### config.mk
export PLATFORM = sky130hd
export DESIGN_NAME = rpn_stack_evaluator
export DESIGN_NICKNAME = d
export VERILOG_FILES = /design/src/hw/rtl/rpn_pkg.sv /design/src/hw/rtl/rpn_stack.sv /design/src/hw/rtl/rpn_alu.sv /design/src/hw/rtl/rpn_stack_evaluator.sv
export SDC_FILE = /design/constraint.sdc
export NUM_CORES = 1
export LEC_CHECK = 0
export BUFFER_PORTS_ARGS = -buffer_cell sky130_fd_sc_hd__buf_4
export CAP_MARGIN = 20
export CORE_ASPECT_RATIO = 1.4
export CORE_MARGIN = 5
export CORE_UTILIZATION = 25
export DETAILED_ROUTE_END_ITERATION = 16
export PLACE_DENSITY = 0.38
export SYNTH_ARGS = -nofsm -noshare
export SYNTH_HDL_FRONTEND = slang
export SYNTH_SLANG_ARGS = --single-unit
### constraint.sdc
create_clock -name clk -period 8.05 [get_ports clk]
set_clock_uncertainty 0.05 [all_clocks]
set_input_delay 2.0125 -clock clk [delete_from_list [all_inputs] [get_ports clk]]
set_output_delay 2.0125 -clock clk [all_outputs]
set_load 0.02 [all_outputs]
### src/hw/rtl/rpn_pkg.sv
package rpn_pkg;

  // Default build values
  localparam int STACK_DEPTH_DEF   = 16;
  localparam int FRACTION_BITS_DEF = 16;

  // Word widths
  localparam int DATA_W   = 32;
  localparam int KIND_W   = 3;
  localparam int STATUS_W = 3;

  // Iterations of the shift-add multiply and of the restoring divide
  localparam int ALU_STEPS = DATA_W;
  localparam int STEP_W    = $clog2(ALU_STEPS);

  localparam logic signed [DATA_W-1:0] SAT_MAX = {1'b0, {(DATA_W-1){1'b1}}};
  localparam logic signed [DATA_W-1:0] SAT_MIN = {1'b1, {(DATA_W-1){1'b0}}};

  // Token kinds
  typedef enum logic [KIND_W-1:0] {
    K_NUM     = 3'd0,
    K_ADD     = 3'd1,
    K_SUB     = 3'd2,
    K_MUL     = 3'd3,
    K_DIV     = 3'd4,
    K_END     = 3'd5,
    K_INVALID = 3'd6
  } kind_t;

  // Result status codes, also used for the sticky error
  typedef enum logic [STATUS_W-1:0] {
    ST_OK        = 3'd0,
    ST_UNDERFLOW = 3'd1,
    ST_OVERFLOW  = 3'd2,
    ST_DIV_ZERO  = 3'd3,
    ST_INVALID   = 3'd4,
    ST_TOO_MANY  = 3'd5,
    ST_TOO_FEW   = 3'd6
  } status_t;

  typedef enum logic [1:0] {
    ALU_ADD,
    ALU_SUB,
    ALU_MUL,
    ALU_DIV
  } alu_op_t;

  typedef enum logic [1:0] {
    ALU_IDLE,
    ALU_MULT,
    ALU_DIVIDE,
    ALU_FIN
  } alu_state_t;

  typedef enum logic [2:0] {
    S_IDLE,
    S_RD_R,
    S_RD_L,
    S_EXEC,
    S_WAIT,
    S_END
  } seq_state_t;

  // Request from the sequencer to the arithmetic unit
  typedef struct packed {
    logic    start;
    alu_op_t op;
  } alu_req_t;

endpackage

### src/hw/rtl/rpn_stack.sv
module rpn_stack import rpn_pkg::*; #(
  parameter int STACK_DEPTH = STACK_DEPTH_DEF
) (
  input  logic                     clk,
  input  logic                     wr_en,
  input  logic [$clog2(STACK_DEPTH)-1:0] wr_addr,
  input  logic signed [DATA_W-1:0] wr_data,
  input  logic [$clog2(STACK_DEPTH)-1:0] rd_addr,
  output logic signed [DATA_W-1:0] rd_data
);

  logic signed [DATA_W-1:0] mem [STACK_DEPTH];

  // Single write port
  always_ff @(posedge clk) begin
    if (wr_en) begin
      mem[wr_addr] <= wr_data;
    end
  end

  // Registered read port
  always_ff @(posedge clk) begin
    rd_data <= mem[rd_addr];
  end

endmodule

### src/hw/rtl/rpn_alu.sv
module rpn_alu import rpn_pkg::*; #(
  parameter int FRACTION_BITS = FRACTION_BITS_DEF
) (
  input  logic                     clk,
  input  logic                     rst,
  input  alu_req_t                 req,
  input  logic signed [DATA_W-1:0] a,
  input  logic signed [DATA_W-1:0] b,
  output logic                     done,
  output logic signed [DATA_W-1:0] res
);

  alu_state_t state, state_next;
  logic [STEP_W-1:0]   step, step_next;
  logic [2*DATA_W-1:0] work, work_next;
  logic [DATA_W-1:0]   opnd, opnd_next;
  logic neg, neg_next;
  logic ovf, ovf_next;
  logic is_mul, is_mul_next;
  logic done_next;
  logic signed [DATA_W-1:0] res_next;

  logic [DATA_W-1:0]   mag_a, mag_b;
  logic [2*DATA_W-1:0] num;
  logic [DATA_W:0]     op_a, op_b;
  logic                sub;
  logic [DATA_W+1:0]   sum;
  logic                borrow;
  logic [2*DATA_W-1:0] mag;
  logic                sat;

  // Operand magnitudes and the scaled dividend
  assign mag_a = a[DATA_W-1] ? DATA_W'(-a) : DATA_W'(a);
  assign mag_b = b[DATA_W-1] ? DATA_W'(-b) : DATA_W'(b);
  assign num   = (2*DATA_W)'(mag_a) << FRACTION_BITS;

  // Shared adder input selection
  always_comb begin
    op_a = {a[DATA_W-1], a};
    op_b = {b[DATA_W-1], b};
    sub  = 1'b0;
    unique case (state)
      ALU_IDLE: begin
        if (req.op == ALU_DIV) begin
          // high half of the dividend against the divisor: quotient overflow
          op_a = {1'b0, num[2*DATA_W-1:DATA_W]};
          op_b = {1'b0, mag_b};
          sub  = 1'b1;
        end else begin
          sub = (req.op == ALU_SUB);
        end
      end
      ALU_MULT: begin
        op_a = {1'b0, work[2*DATA_W-1:DATA_W]};
        op_b = {1'b0, opnd};
      end
      ALU_DIVIDE: begin
        op_a = work[2*DATA_W-1:DATA_W-1];
        op_b = {1'b0, opnd};
        sub  = 1'b1;
      end
      ALU_FIN: begin
        op_a = '0;
        op_b = '0;
      end
    endcase
  end

  // One add/subtract serves every operation
  assign sum    = {1'b0, op_a} + ({1'b0, op_b} ^ {(DATA_W+2){sub}}) + (DATA_W+2)'(sub);
  assign borrow = sum[DATA_W+1];

  // Final magnitude and saturation check
  assign mag = is_mul ? (work >> FRACTION_BITS)
                      : {{(DATA_W-1){1'b0}}, ovf, work[DATA_W-1:0]};
  assign sat = |mag[2*DATA_W-1:DATA_W-1];

  // Sequencing of the unit
  always_comb begin
    state_next  = state;
    step_next   = step;
    work_next   = work;
    opnd_next   = opnd;
    neg_next    = neg;
    ovf_next    = ovf;
    is_mul_next = is_mul;
    done_next   = 1'b0;
    res_next    = res;
    unique case (state)
      ALU_IDLE: begin
        if (req.start) begin
          neg_next  = a[DATA_W-1] ^ b[DATA_W-1];
          step_next = '0;
          unique case (req.op)
            ALU_ADD, ALU_SUB: begin
              if (sum[DATA_W] != sum[DATA_W-1]) begin
                res_next = sum[DATA_W] ? SAT_MIN : SAT_MAX;
              end else begin
                res_next = sum[DATA_W-1:0];
              end
              done_next = 1'b1;
            end
            ALU_MUL: begin
              work_next   = {{DATA_W{1'b0}}, mag_b};
              opnd_next   = mag_a;
              is_mul_next = 1'b1;
              state_next  = ALU_MULT;
            end
            ALU_DIV: begin
              work_next   = num;
              opnd_next   = mag_b;
              ovf_next    = ~borrow;
              is_mul_next = 1'b0;
              state_next  = ALU_DIVIDE;
            end
          endcase
        end
      end
      ALU_MULT: begin
        // shift-add, one multiplier bit a cycle
        if (work[0]) begin
          work_next = {sum[DATA_W:0], work[DATA_W-1:1]};
        end else begin
          work_next = {1'b0, work[2*DATA_W-1:1]};
        end
        step_next = step + 1'b1;
        if (step == STEP_W'(ALU_STEPS-1)) begin
          state_next = ALU_FIN;
        end
      end
      ALU_DIVIDE: begin
        // restoring divide, one quotient bit a cycle
        if (borrow) begin
          work_next = {work[2*DATA_W-2:0], 1'b0};
        end else begin
          work_next = {sum[DATA_W-1:0], work[DATA_W-2:0], 1'b1};
        end
        step_next = step + 1'b1;
        if (step == STEP_W'(ALU_STEPS-1)) begin
          state_next = ALU_FIN;
        end
      end
      ALU_FIN: begin
        if (sat) begin
          res_next = neg ? SAT_MIN : SAT_MAX;
        end else if (neg) begin
          res_next = DATA_W'(-mag[DATA_W-1:0]);
        end else begin
          res_next = mag[DATA_W-1:0];
        end
        done_next  = 1'b1;
        state_next = ALU_IDLE;
      end
    endcase
  end

  always_ff @(posedge clk) begin
    if (rst) begin
      state <= ALU_IDLE;
      done  <= 1'b0;
    end else begin
      state <= state_next;
      done  <= done_next;
    end
  end

  always_ff @(posedge clk) begin
    step   <= step_next;
    work   <= work_next;
    opnd   <= opnd_next;
    neg    <= neg_next;
    ovf    <= ovf_next;
    is_mul <= is_mul_next;
    res    <= res_next;
  end

endmodule

### src/hw/rtl/rpn_stack_evaluator.sv
// Reverse Polish evaluator on signed fixed point (FRACTION_BITS fraction bits) with a
// STACK_DEPTH-entry operand stack. One token word is taken at a time. A number, an
// invalid token, an operator that underflows or any token after an error is handled in
// the accept cycle alone. Add and subtract go through the accept cycle, two stack reads,
// an issue step and a write-back. Multiply and divide take the same steps plus the
// shared arithmetic unit's iterations, one multiplier or quotient bit per cycle, and a
// final step to sign and saturate. A divide by zero is caught at the issue cycle.
// End of expression waits until the output slot is free and then gives one result word
// (status and answer). The next token is accepted while that result word still waits to
// be taken, but a further end of expression holds until the word has gone. Errors stick
// until end of expression.
module rpn_stack_evaluator import rpn_pkg::*; #(
  parameter int STACK_DEPTH   = STACK_DEPTH_DEF,
  parameter int FRACTION_BITS = FRACTION_BITS_DEF
) (
  input  logic                       clk,
  input  logic                       rst,
  input  logic                       token_valid,
  output logic                       token_ready,
  input  logic [KIND_W-1:0]          kind,
  input  logic signed [DATA_W-1:0]   value,
  output logic                       result_valid,
  input  logic                       result_ready,
  output logic [STATUS_W-1:0]        status,
  output logic signed [DATA_W-1:0]   answer
);

  localparam int AW = $clog2(STACK_DEPTH);
  localparam int CW = $clog2(STACK_DEPTH + 1);

  seq_state_t state, state_next;
  logic [CW-1:0] count, count_next;
  status_t err, err_next;
  alu_op_t op, op_next;
  logic signed [DATA_W-1:0] right, right_next;
  logic result_valid_next;
  status_t status_q, status_next;
  logic signed [DATA_W-1:0] answer_q, answer_next;

  logic [CW-1:0] cm1, cm2;
  logic wr_en;
  logic [AW-1:0] wr_addr, rd_addr;
  logic signed [DATA_W-1:0] wr_data, rd_data;
  alu_req_t alu_req;
  logic alu_done;
  logic signed [DATA_W-1:0] alu_res;

  assign cm1 = count - 1'b1;
  assign cm2 = count - CW'(2);

  rpn_stack #(.STACK_DEPTH(STACK_DEPTH)) u_stack (
    .clk     (clk),
    .wr_en   (wr_en),
    .wr_addr (wr_addr),
    .wr_data (wr_data),
    .rd_addr (rd_addr),
    .rd_data (rd_data)
  );

  rpn_alu #(.FRACTION_BITS(FRACTION_BITS)) u_alu (
    .clk  (clk),
    .rst  (rst),
    .req  (alu_req),
    .a    (rd_data),
    .b    (right),
    .done (alu_done),
    .res  (alu_res)
  );

  assign token_ready = (state == S_IDLE);
  assign status      = status_q;
  assign answer      = answer_q;

  // Token sequencer
  always_comb begin
    state_next        = state;
    count_next        = count;
    err_next          = err;
    op_next           = op;
    right_next        = right;
    status_next       = status_q;
    answer_next       = answer_q;
    result_valid_next = result_valid && !result_ready;
    wr_en             = 1'b0;
    wr_addr           = count[AW-1:0];
    wr_data           = value;
    rd_addr           = '0;
    alu_req.start     = 1'b0;
    alu_req.op        = op;
    unique case (state)
      S_IDLE: begin
        if (token_valid) begin
          if (kind == K_END) begin
            state_next = S_END;
          end else if (err == ST_OK) begin
            unique case (kind)
              K_NUM: begin
                if (count == CW'(STACK_DEPTH)) begin
                  err_next = ST_OVERFLOW;
                end else begin
                  wr_en      = 1'b1;
                  count_next = count + 1'b1;
                end
              end
              K_ADD, K_SUB, K_MUL, K_DIV: begin
                if (count < CW'(2)) begin
                  err_next = ST_UNDERFLOW;
                end else begin
                  unique case (kind)
                    K_ADD:   op_next = ALU_ADD;
                    K_SUB:   op_next = ALU_SUB;
                    K_MUL:   op_next = ALU_MUL;
                    default: op_next = ALU_DIV;
                  endcase
                  state_next = S_RD_R;
                end
              end
              default: err_next = ST_INVALID;
            endcase
          end
        end
      end
      S_RD_R: begin
        rd_addr    = cm1[AW-1:0];
        state_next = S_RD_L;
      end
      S_RD_L: begin
        right_next = rd_data;
        rd_addr    = cm2[AW-1:0];
        state_next = S_EXEC;
      end
      S_EXEC: begin
        // left operand is on the read port now
        if (op == ALU_DIV && right == '0) begin
          err_next   = ST_DIV_ZERO;
          state_next = S_IDLE;
        end else begin
          alu_req.start = 1'b1;
          state_next    = S_WAIT;
        end
      end
      S_WAIT: begin
        if (alu_done) begin
          wr_en      = 1'b1;
          wr_addr    = cm2[AW-1:0];
          wr_data    = alu_res;
          count_next = cm1;
          state_next = S_IDLE;
        end
      end
      S_END: begin
        // bottom entry is on the read port; load once the output slot is free
        if (!result_valid || result_ready) begin
          answer_next = '0;
          if (err != ST_OK) begin
            status_next = err;
          end else if (count > CW'(1)) begin
            status_next = ST_TOO_MANY;
          end else if (count == '0) begin
            status_next = ST_TOO_FEW;
          end else begin
            status_next = ST_OK;
            answer_next = rd_data;
          end
          result_valid_next = 1'b1;
          count_next        = '0;
          err_next          = ST_OK;
          state_next        = S_IDLE;
        end
      end
      default: state_next = S_IDLE;
    endcase
  end

  always_ff @(posedge clk) begin
    if (rst) begin
      state        <= S_IDLE;
      count        <= '0;
      err          <= ST_OK;
      result_valid <= 1'b0;
    end else begin
      state        <= state_next;
      count        <= count_next;
      err          <= err_next;
      result_valid <= result_valid_next;
    end
  end

  always_ff @(posedge clk) begin
    op       <= op_next;
    right    <= right_next;
    status_q <= status_next;
    answer_q <= answer_next;
  end

endmodule

==> summary.md, run 1 <==
| Metric | Value |
|---|---|
| Register area share after synthesis | `59.7%` |
| Post-route ant nets | `0` |
| Starting Density | `25.1%` |
| Setup WS post-layout | `524 ps` |
| Area growth from synthesis to layout | `15.8%` |
| Period utilization | `93.5%` |
| Critical Path RT | `8420 ps` |
| Slew @ Worst Pin | `1170 ps` |
| First-pass GRT wire length | `200,000 µm` |
| Clock-pin transition on the worst setup and hold timing paths | `60 ps` |
| I/O pins | `76` |
| Layout cells sized above 1 | `16.0%` |
| Mapped cell area | `37,600 µm²` |
| Syn Area/Cell | `12.8 µm²` |
| Dpl ws | `729 ps` |
| Slew HR | `21.3%` |
| CP max stage delay | `590 ps` |
| Yosys cell types | `85` |
| CORE AREA | `150,000 µm²` |
| Clk root buf | `clkbuf_16` |
| Setup-failing EPs final | `0` |
| Startpoint Class | `register` |
| Die Ht | `469 µm` |
| Pre-Repair DR Iteration Count | `6` |
| Crit-path slowest cell | `nor3_1` |
| Simple-Gate Fraction of Synth Area | `10.2%` |
| EDFF count, synth | `717` |
| Fmax | `0.133 GHz` |
| Critical path's top delay family | `simple AND/OR/NAND/NOR gates` |
| Vias in the first global route | `26,500` |
| Fin Setup TNS | `0 ps` |
| Cells after Synth | `2,946` |
| RSZ-0062 raised after global routing | `no` |
| Yosys Warn Count | `0` |
| Initial antenna violation count | `4` |
| Mapped Nets | `3,039` |
| Max-cap violations | `0` |
| Seq cells post-synth | `764` |
| H-tree levels | `3` |
| CTS tree | `yes` |
| Clk Latency, worst-skew pair | `700 ps` |
| Async S/R FF share, synth | `0%` |
| Adder-Cell Fraction of Synth Area | `1.82%` |
| Critical-path maximum fanout | `16` |
| Final Max Tran Viols | `0` |
| Arrival @ worst endpoint | `7900 ps` |
| Clk sink count | `764` |
| Final hold violations | `0` |
| Outcome | `finished, final reports clean` |
| GP Congestion | `0.870` |
| Gr ovfl total | `0` |
| Largest family of logic cells by synthesized area | `compound AO/OA/AOI/OAI gates` |
| Iteration-0 DRC count of the detailed router | `2,113` |
| Port bufs | `75` |
| Psw | `9.73 mW` |
| Synth Area in Compound Gates | `11.9%` |
| Most frequently used flop master after synthesis | `edfxtp_1` |
| Most frequent cells in the layout | `edfxtp_1, nand2_1, a21oi_1, nor2_1, buf_4` |
| Final Util | `29.1%` |
| Crit path launch | `u_stack.rd_data[2]` |
| Hold Path Class | `reg -> reg` |
| Sequential share of power | `28.0%` |
| Critical path class | `reg -> reg` |
| Lkg Pwr | `14.4 nW` |
| DR vias | `25,700` |
| Setup crit end kind | `register` |
| # DRC | `0` |
| Clock buffer depth | `3` |
| Die span in x | `338 µm` |
| Mux share of post-synthesis cell area | `10.4%` |
| Commonest non-fill, non-tap cell in the layout | `edfxtp_1` |
| CP bufs+invs | `1` |
| Cell Rows | `168` |
| Combinational power share | `53.2%` |
| Setup bufs post-CTS | `0` |
| Hpwl dp | `97,100 µm` |
| Total track usage | `17.5%` |
| Final Net Count | `3,084` |
| Area of the die | `158,000 µm²` |
| Worst R2R Start | `u_stack.rd_data[2]` |
| Worst VDD drop | `0.447 mV` |
| CTS Buf Count | `83` |
| Sw Ratio | `46.9%` |
| Per-cell routed wire length | `28.0 µm` |
| Clock power share | `18.9%` |
| Final critical-path required period | `7530 ps` |
| Pint | `11.0 mW` |
| Cells along the critical path | `nor3_1, nand3_2, or4_4, or4_4, o31ai_1, xor2_1, nand2_1, o21ai_0, a21oi_1, ha_1, nand4_1, nor3_1, nand3_1, a211oi_2, o21ai_1, o41ai_1, xor2_1, ha_1, buf_4, nor4_1, o32ai_1` |
| Largest net degree at the start of global routing | `119` |
| DR vias/cell | `5.13` |
| PwrDens | `477 nW/µm²` |
| Drt total wl | `141,000 µm` |
| Post-CTS sizing | `0` |
| Synth Area in XOR/XNOR | `3.37%` |
| Hold Buf Count CTS | `0` |
| Min-delay src | `err[0]` |
## flip-flops by register name, summed over array words and instances, names as in the netlist
signal and cells:
u_stack.mem 512, u_alu.work 64, answer 32, right 32, u_alu.opnd 32, u_alu.res 32
u_stack.rd_data 32, count 5, u_alu.step 5, err 3, state 3, status 3
op 2, u_alu.state 2, result_valid 1, u_alu.done 1, u_alu.is_mul 1, u_alu.neg 1
u_alu.ovf 1
## cell type report
cell class / instances / area (µm²)
Sequential cell: 764 / 22500
Clock inverter: 53 / 566
Fill cell: 15300 / 106000
Inverter: 50 / 188
Tap cell: 1955 / 2450
Antenna cell: 5 / 12.5
Clock buffer: 102 / 2190
Multi-Input combinational cell: 1931 / 14400
Timing Repair Buffer: 161 / 1290
## stage by stage
step	total power [mW]	hold WS [ps]	std cells	cell area, µm²
2_1_floorplan	12.6	356	2946	37600
3_3_place_gp	16.8	462	4858	40800
3_5_place_dp	16.7	472	4861	40800
4_1_cts	20.8	482	5016	43500
5_1_grt	21.9	498	5017	43600
6_report	20.8	476	5021	43600
## worst register-to-register path, stage by stage (launching register included)
cell      delay [ps]
dfxtp_1          410
nor3_1           590
nand3_2          230
or4_4            570
or4_4            580
o31ai_1          310
xor2_1           480
nand2_1          100
o21ai_0          110
a21oi_1          120
ha_1             410
nand4_1          160
nor3_1           390
nand3_1          160
a211oi_2         300
o21ai_1          200
o41ai_1          440
xor2_1           520
ha_1             370
buf_4            220
nor4_1           370
o32ai_1          160
## logic make-up (layout without fill, tap and decap cells)
kind of cell | count (synthesis) | after routing
compound gates | 680 | 680
xor+xnor | 144 | 144
fa+ha+maj | 54 | 54
buf+inv | 251 | 366
flops | 764 | 764
mux | 229 | 229
other cells | 0 | 5
simple gates | 824 | 824
## Yosys cell counts, drive strengths merged, types with 5 or more instances
master | number | area [µm²]
xnor2 | 53 | 464
o22ai | 26 | 163
mux4 | 128 | 2880
nor2 | 199 | 747
o211ai | 6 | 45.0
a21oi | 194 | 975
nand4 | 14 | 87.6
clkbuf | 146 | 552
buf | 55 | 243
nor3b | 13 | 97.6
a211oi | 55 | 423
or3 | 12 | 75.1
o21a | 8 | 60.1
o31ai | 25 | 201
nor2b | 20 | 125
nand3b | 9 | 67.6
a21o | 20 | 150
a31oi | 46 | 288
ha | 53 | 663
or4 | 15 | 120
edfxtp | 717 | 21500
o221ai | 5 | 43.8
a311o | 5 | 50.1
nor4 | 13 | 103
a22oi | 30 | 225
nor3 | 55 | 275
mux2 | 15 | 169
a21boi | 9 | 67.6
nand2b | 16 | 100
o21bai | 8 | 60.1
and2 | 81 | 508
o21ai | 129 | 646
dfxtp | 47 | 941
nand3 | 37 | 190
mux2i | 86 | 861
xor2 | 91 | 805
o41ai | 11 | 123
and3 | 7 | 43.8
a32oi | 6 | 52.6
a221oi | 53 | 464
nand2 | 324 | 1220
o32ai | 7 | 61.3
a222oi | 11 | 110
inv | 49 | 184
## layer usage
metal  global-route usage, %  part of all wire [%]  vias up
li1                        -                     -    11500
met1                    21.7                    41    13400
met2                    31.5                    51      707
met3                    2.07                   4.0      168
met4                    5.76                   3.1        0
met5                       0                     0        -
## path summary, 6_finish.rpt
kind	endpoint	slack [ps]	cells after the start
hold / removal	err[0]	480	2
hold reg to reg	err[0]	480	2
setup / recovery	u_alu.res[7]	520	21
setup reg to reg	u_alu.res[7]	520	21
## power by group through the flow
stage	combinational [mW]	sequential (mW)	clock, mW
floorplan	7.03	5.52	0
global placement	10.9	5.87	0
detailed placement	10.8	5.88	0
CTS	10.9	5.80	4.05
global route	11.9	5.82	4.20
finish	11.0	5.81	3.92
Note: power is estimated with default switching activity, not from simulation.
==> run 2, diff against run 1 <==
Settings changed: ABC_AREA set to 1, PLACE_DENSITY 0.38 to unset, RECOVER_POWER set to 100.
==> run 2 against run 1 <==
Effect of this change: the flow now finishes with violations (max-capacitance violations, max-slew violations); final cell count increased by 23%; largest cell class unchanged; critical endpoint is now u_alu.res[12]; fmax increased by 4.1%; clock power decreased by 4%; via count increased by 19%; combinational power decreased by 21%; die area increased by 3.1%; global-route usage decreased by 0.068 points.
==> summary.md, run 2 <==
| Metric | Value |
|---|---|
| Final hold violations | `0 (unchanged)` |
| Synth top cells by count | `nand2_1, edfxtp_1, inv_1` |
| Sequential share of power | `30.0% (+2.0 points)` |
| Hold Path Class | `reg -> reg` |
| Lkg Pwr | `17.0 nW (+18%)` |
| Setup-failing EPs final | `0 (unchanged)` |
| Dpl ws | `1680 ps (+949 ps)` |
| Mapped cell area | `38,800 µm² (+3.2%)` |
| Starting Density | `25.1% (-0.037 points)` |
| Total track usage | `17.4% (-0.068 points)` |
| CP bufs+invs | `5 (+4)` |
| Yosys top cell by area | `edfxtp_1` |
| Yosys Warn Count | `0 (unchanged)` |
| Register area share after synthesis | `57.9% (-1.9 points)` |
| EDFF count, synth | `717 (unchanged)` |
| Most frequent cells in the layout | `nand2_1, edfxtp_1, inv_1, o21ai_0, nor2_1` |
| DR vias | `30,600 (+19%)` |
| Clk sink count | `764 (unchanged)` |
| Min-delay src | `u_stack.rd_data[0]` |
| Cell Rows | `171 (+1.8%)` |
| Cells after Synth | `4,041 (+37%)` |
| Mapped Nets | `4,134 (+36%)` |
| Vias in the first global route | `29,900 (+13%)` |
| Post-route ant nets | `0 (unchanged)` |
| Final critical-path required period | `7230 ps (-297 ps)` |
| RSZ-0062 raised after global routing | `no` |
| Clk root buf | `clkbuf_16` |
| CTS Buf Count | `79 (-4.8%)` |
| Synth top area cells | `edfxtp_1, nand2_1, inv_1, o211ai_1, o21ai_0` |
| Port bufs | `75 (unchanged)` |
| Hold Buf Count CTS | `0 (unchanged)` |
| Gr ovfl total | `0 (unchanged)` |
| Yosys top cell area share | `55.5% (-1.8 points)` |
| Critical-path maximum fanout | `50 (+34)` |
| Clk Latency, worst-skew pair | `670 ps (-30 ps)` |
| FILL cells | `16,200 (+6.2%)` |
| FF-to-FF path depth | `25 (+19%)` |
| Sw Ratio | `46.8% (about the same)` |
| Per-cell routed wire length | `23.9 µm (-15%)` |
| Worst VDD drop | `0.238 mV (-47%)` |
| Crit-path slowest cell | `clkbuf_1` |
| Outcome | `finished, violations left` |
| Pint | `9.49 mW (-14%)` |
| Initial antenna violation count | `8 (+4)` |
| Capture point of the worst reg-to-reg path | `u_alu.res[12]` |
| Final Net Count | `4,138 (+34%)` |
| CORE AREA | `155,000 µm² (+3.4%)` |
| Iteration-0 DRC count of the detailed router | `3,282 (+55%)` |
| Most frequently used flop master after synthesis | `edfxtp_1` |
| H-tree levels | `3 (unchanged)` |
| Cell area after layout | `44,100 µm² (+1.3%)` |
| Seq cells post-synth | `764 (unchanged)` |
| Psw | `8.36 mW (-14%)` |
| Critical path class | `reg -> reg` |
| Area of the die | `163,000 µm² (+3.1%)` |
| Register area | `22,500 µm² (about the same)` |
| First-pass GRT wire length | `209,000 µm (+4.4%)` |
| Area growth from synthesis to layout | `13.6%` |
| Critical Path RT | `8410 ps (about the same)` |
| PwrDens | `405 nW/µm² (-15%)` |
| Max reg flops | `512 (unchanged)` |
| CP max stage delay | `820 ps (+230 ps)` |
| Fin Setup TNS | `0 ps (unchanged)` |
| Combinational power share | `48.8% (-4.4 points)` |
| Fmax | `0.138 GHz (+4.1%)` |
| # DRC | `0 (unchanged)` |
| Hold Path Stages | `0 (-2)` |
| Crit path top cell by count | `nand2_1` |
| Top Registers | `u_stack.mem (512), u_alu.work (64)` |
| Hpwl dp | `103,000 µm (+6.1%)` |
| Max-cap violations | `29 (+29)` |
| Yosys cell types | `67 (-21%)` |
| Clock buffer depth | `3 (unchanged)` |
| Die span in x | `343 µm (+1.5%)` |
| Syn Area/Cell | `9.61 µm² (-25%)` |
| Slew HR | `-155% (-180 points)` |
| GP Congestion | `0.989 (+14%)` |
| Failing checks | `max-capacitance violations, max-slew violations` |
| Drt total wl | `148,000 µm (+5.2%)` |
| I/O pins | `76 (unchanged)` |
| Setup crit end kind | `register` |
| Commonest non-fill, non-tap cell in the layout | `nand2_1` |
| CTS tree | `yes` |
| Async S/R FF share, synth | `0% (unchanged)` |
| Clock-pin transition on the worst setup and hold timing paths | `60 ps (about the same)` |
| Largest net degree at the start of global routing | `182 (+53%)` |
| Period utilization | `89.8% (-3.7 points)` |
| Clock power share | `21.2% (+2.3 points)` |
| Startpoint Class | `register` |
| Setup WS post-layout | `821 ps (+297 ps)` |
| Critical path's top delay family | `buffers and inverters` |
| Most flop-heavy register | `u_stack.mem` |
| Worst reg2reg setup slack | `820 ps (+300 ps)` |
| Area of the multi-input gates | `13,500 µm² (-6.2%)` |
| Layout cells sized above 1 | `7.03% (-8.9 points)` |
| Worst R2R Start | `op[1]` |
| Placed inst area | `41,900 µm² (+2.6%)` |
| Final Max Tran Viols | `946 (+946)` |
| Slew @ Worst Pin | `3830 ps (+2660 ps)` |
| Die Ht | `476 µm (+1.6%)` |
| Count leader, synth | `nand2_1` |
| Hold Path Sink | `right[0]` |
| Setup bufs post-CTS | `0 (unchanged)` |
| DR vias/cell | `4.94 (-3.7%)` |
| Post-CTS sizing | `0 (unchanged)` |
| Arrival @ worst endpoint | `7590 ps (-310 ps)` |
| Pre-Repair DR Iteration Count | `6 (unchanged)` |
==> run 2: cell types whose count changed after synthesis, sizes merged, moves of 52 or more <==
| cell | previous run | this run |
|---|---|---|
| o221ai | 5 | 57 |
| nand2 | 324 | 906 |
| nor2 | 199 | 262 |
| a221oi | 53 | 1 |
| mux4 | 128 | 0 |
| o211ai | 6 | 215 |
| o21ai | 129 | 272 |
| inv | 49 | 538 |
| nand3 | 37 | 188 |
| and2 | 81 | 0 |
| mux2i | 86 | 1 |
==> run 2: cell type report <==
class	instances	area share, %
tap	2076	5.89
antenna	5	0.0284
timing repair buffer	139	1.85
clock buffer	109	5.08
inverter	540	4.61
multi-input combinational	2521	30.6
sequential	764	50.9
clock inverter	39	0.998
==> run 2: worst max path at each step <==
stage / cells after the start / slack (ps) / end / startpoint
6_report: 25 / 820 / u_alu.res[12] / op[1]
2_1_floorplan: 11 / 2860 / u_stack.mem[12][0] / kind[0]
3_3_place_gp: 28 / 1680 / u_alu.res[12] / u_alu.state[0]
5_1_grt: 11 / 520 / u_stack.mem[8][29] / state[0]
4_1_cts: 25 / 1610 / u_alu.res[12] / u_alu.state[0]
3_5_place_dp: 25 / 1680 / u_alu.res[12] / u_alu.state[0]
==> run 2: kinds of logic after synthesis <==
kind of cell	Yosys count	synth area share [%]
buffers and inverters	756	7.50
and+or+nand+nor	1419	15.1
adders and majority gates	54	1.76
xor gates and xnor gates	126	2.86
DFF	764	57.9
muxes	4	0.113
AOI/OAI and AO/OA	918	14.8
==> run 2: power by group through the flow <==
stage / combinational, mW / clock [mW] / sequential, mW
after floorplan: 5.44 / 0 / 5.19
after detailed placement: 8.56 / 0 / 5.40
final: 8.72 / 3.78 / 5.35
after CTS: 8.61 / 3.84 / 5.31
after global routing: 9.29 / 3.99 / 5.34
after global placement: 8.58 / 0 / 5.40
==> run 2: per-stage QoR <==
step	instances	util, %	hold slack [ps]	power [mW]
global route	6188	28.5	432	18.6
global placement	6037	27.0	399	14.0
detailed placement	6039	27.1	400	14.0
floorplan	4041	-	380	10.6
CTS	6187	28.8	412	17.8
finish	6193	28.5	409	17.8
==> run 2: worst reg2reg max path, delay by kind of cell (launching register included) <==
kind	cells	cell delay (ps)
fa+ha+maj	2	820
xor+xnor	2	470
compound gates	6	1530
simple gates	10	1620
buf+inv	5	2050
flops	1	410
==> run 2: per-layer routing <==
metal  vias up  share of wire, %  GRT usage [%]
met5         -             0.024              0
met4         6               7.8           11.1
met3       450               6.2           2.73
met2      1368                49           29.9
met1     14800                37           20.1
li1      14000                 -              -
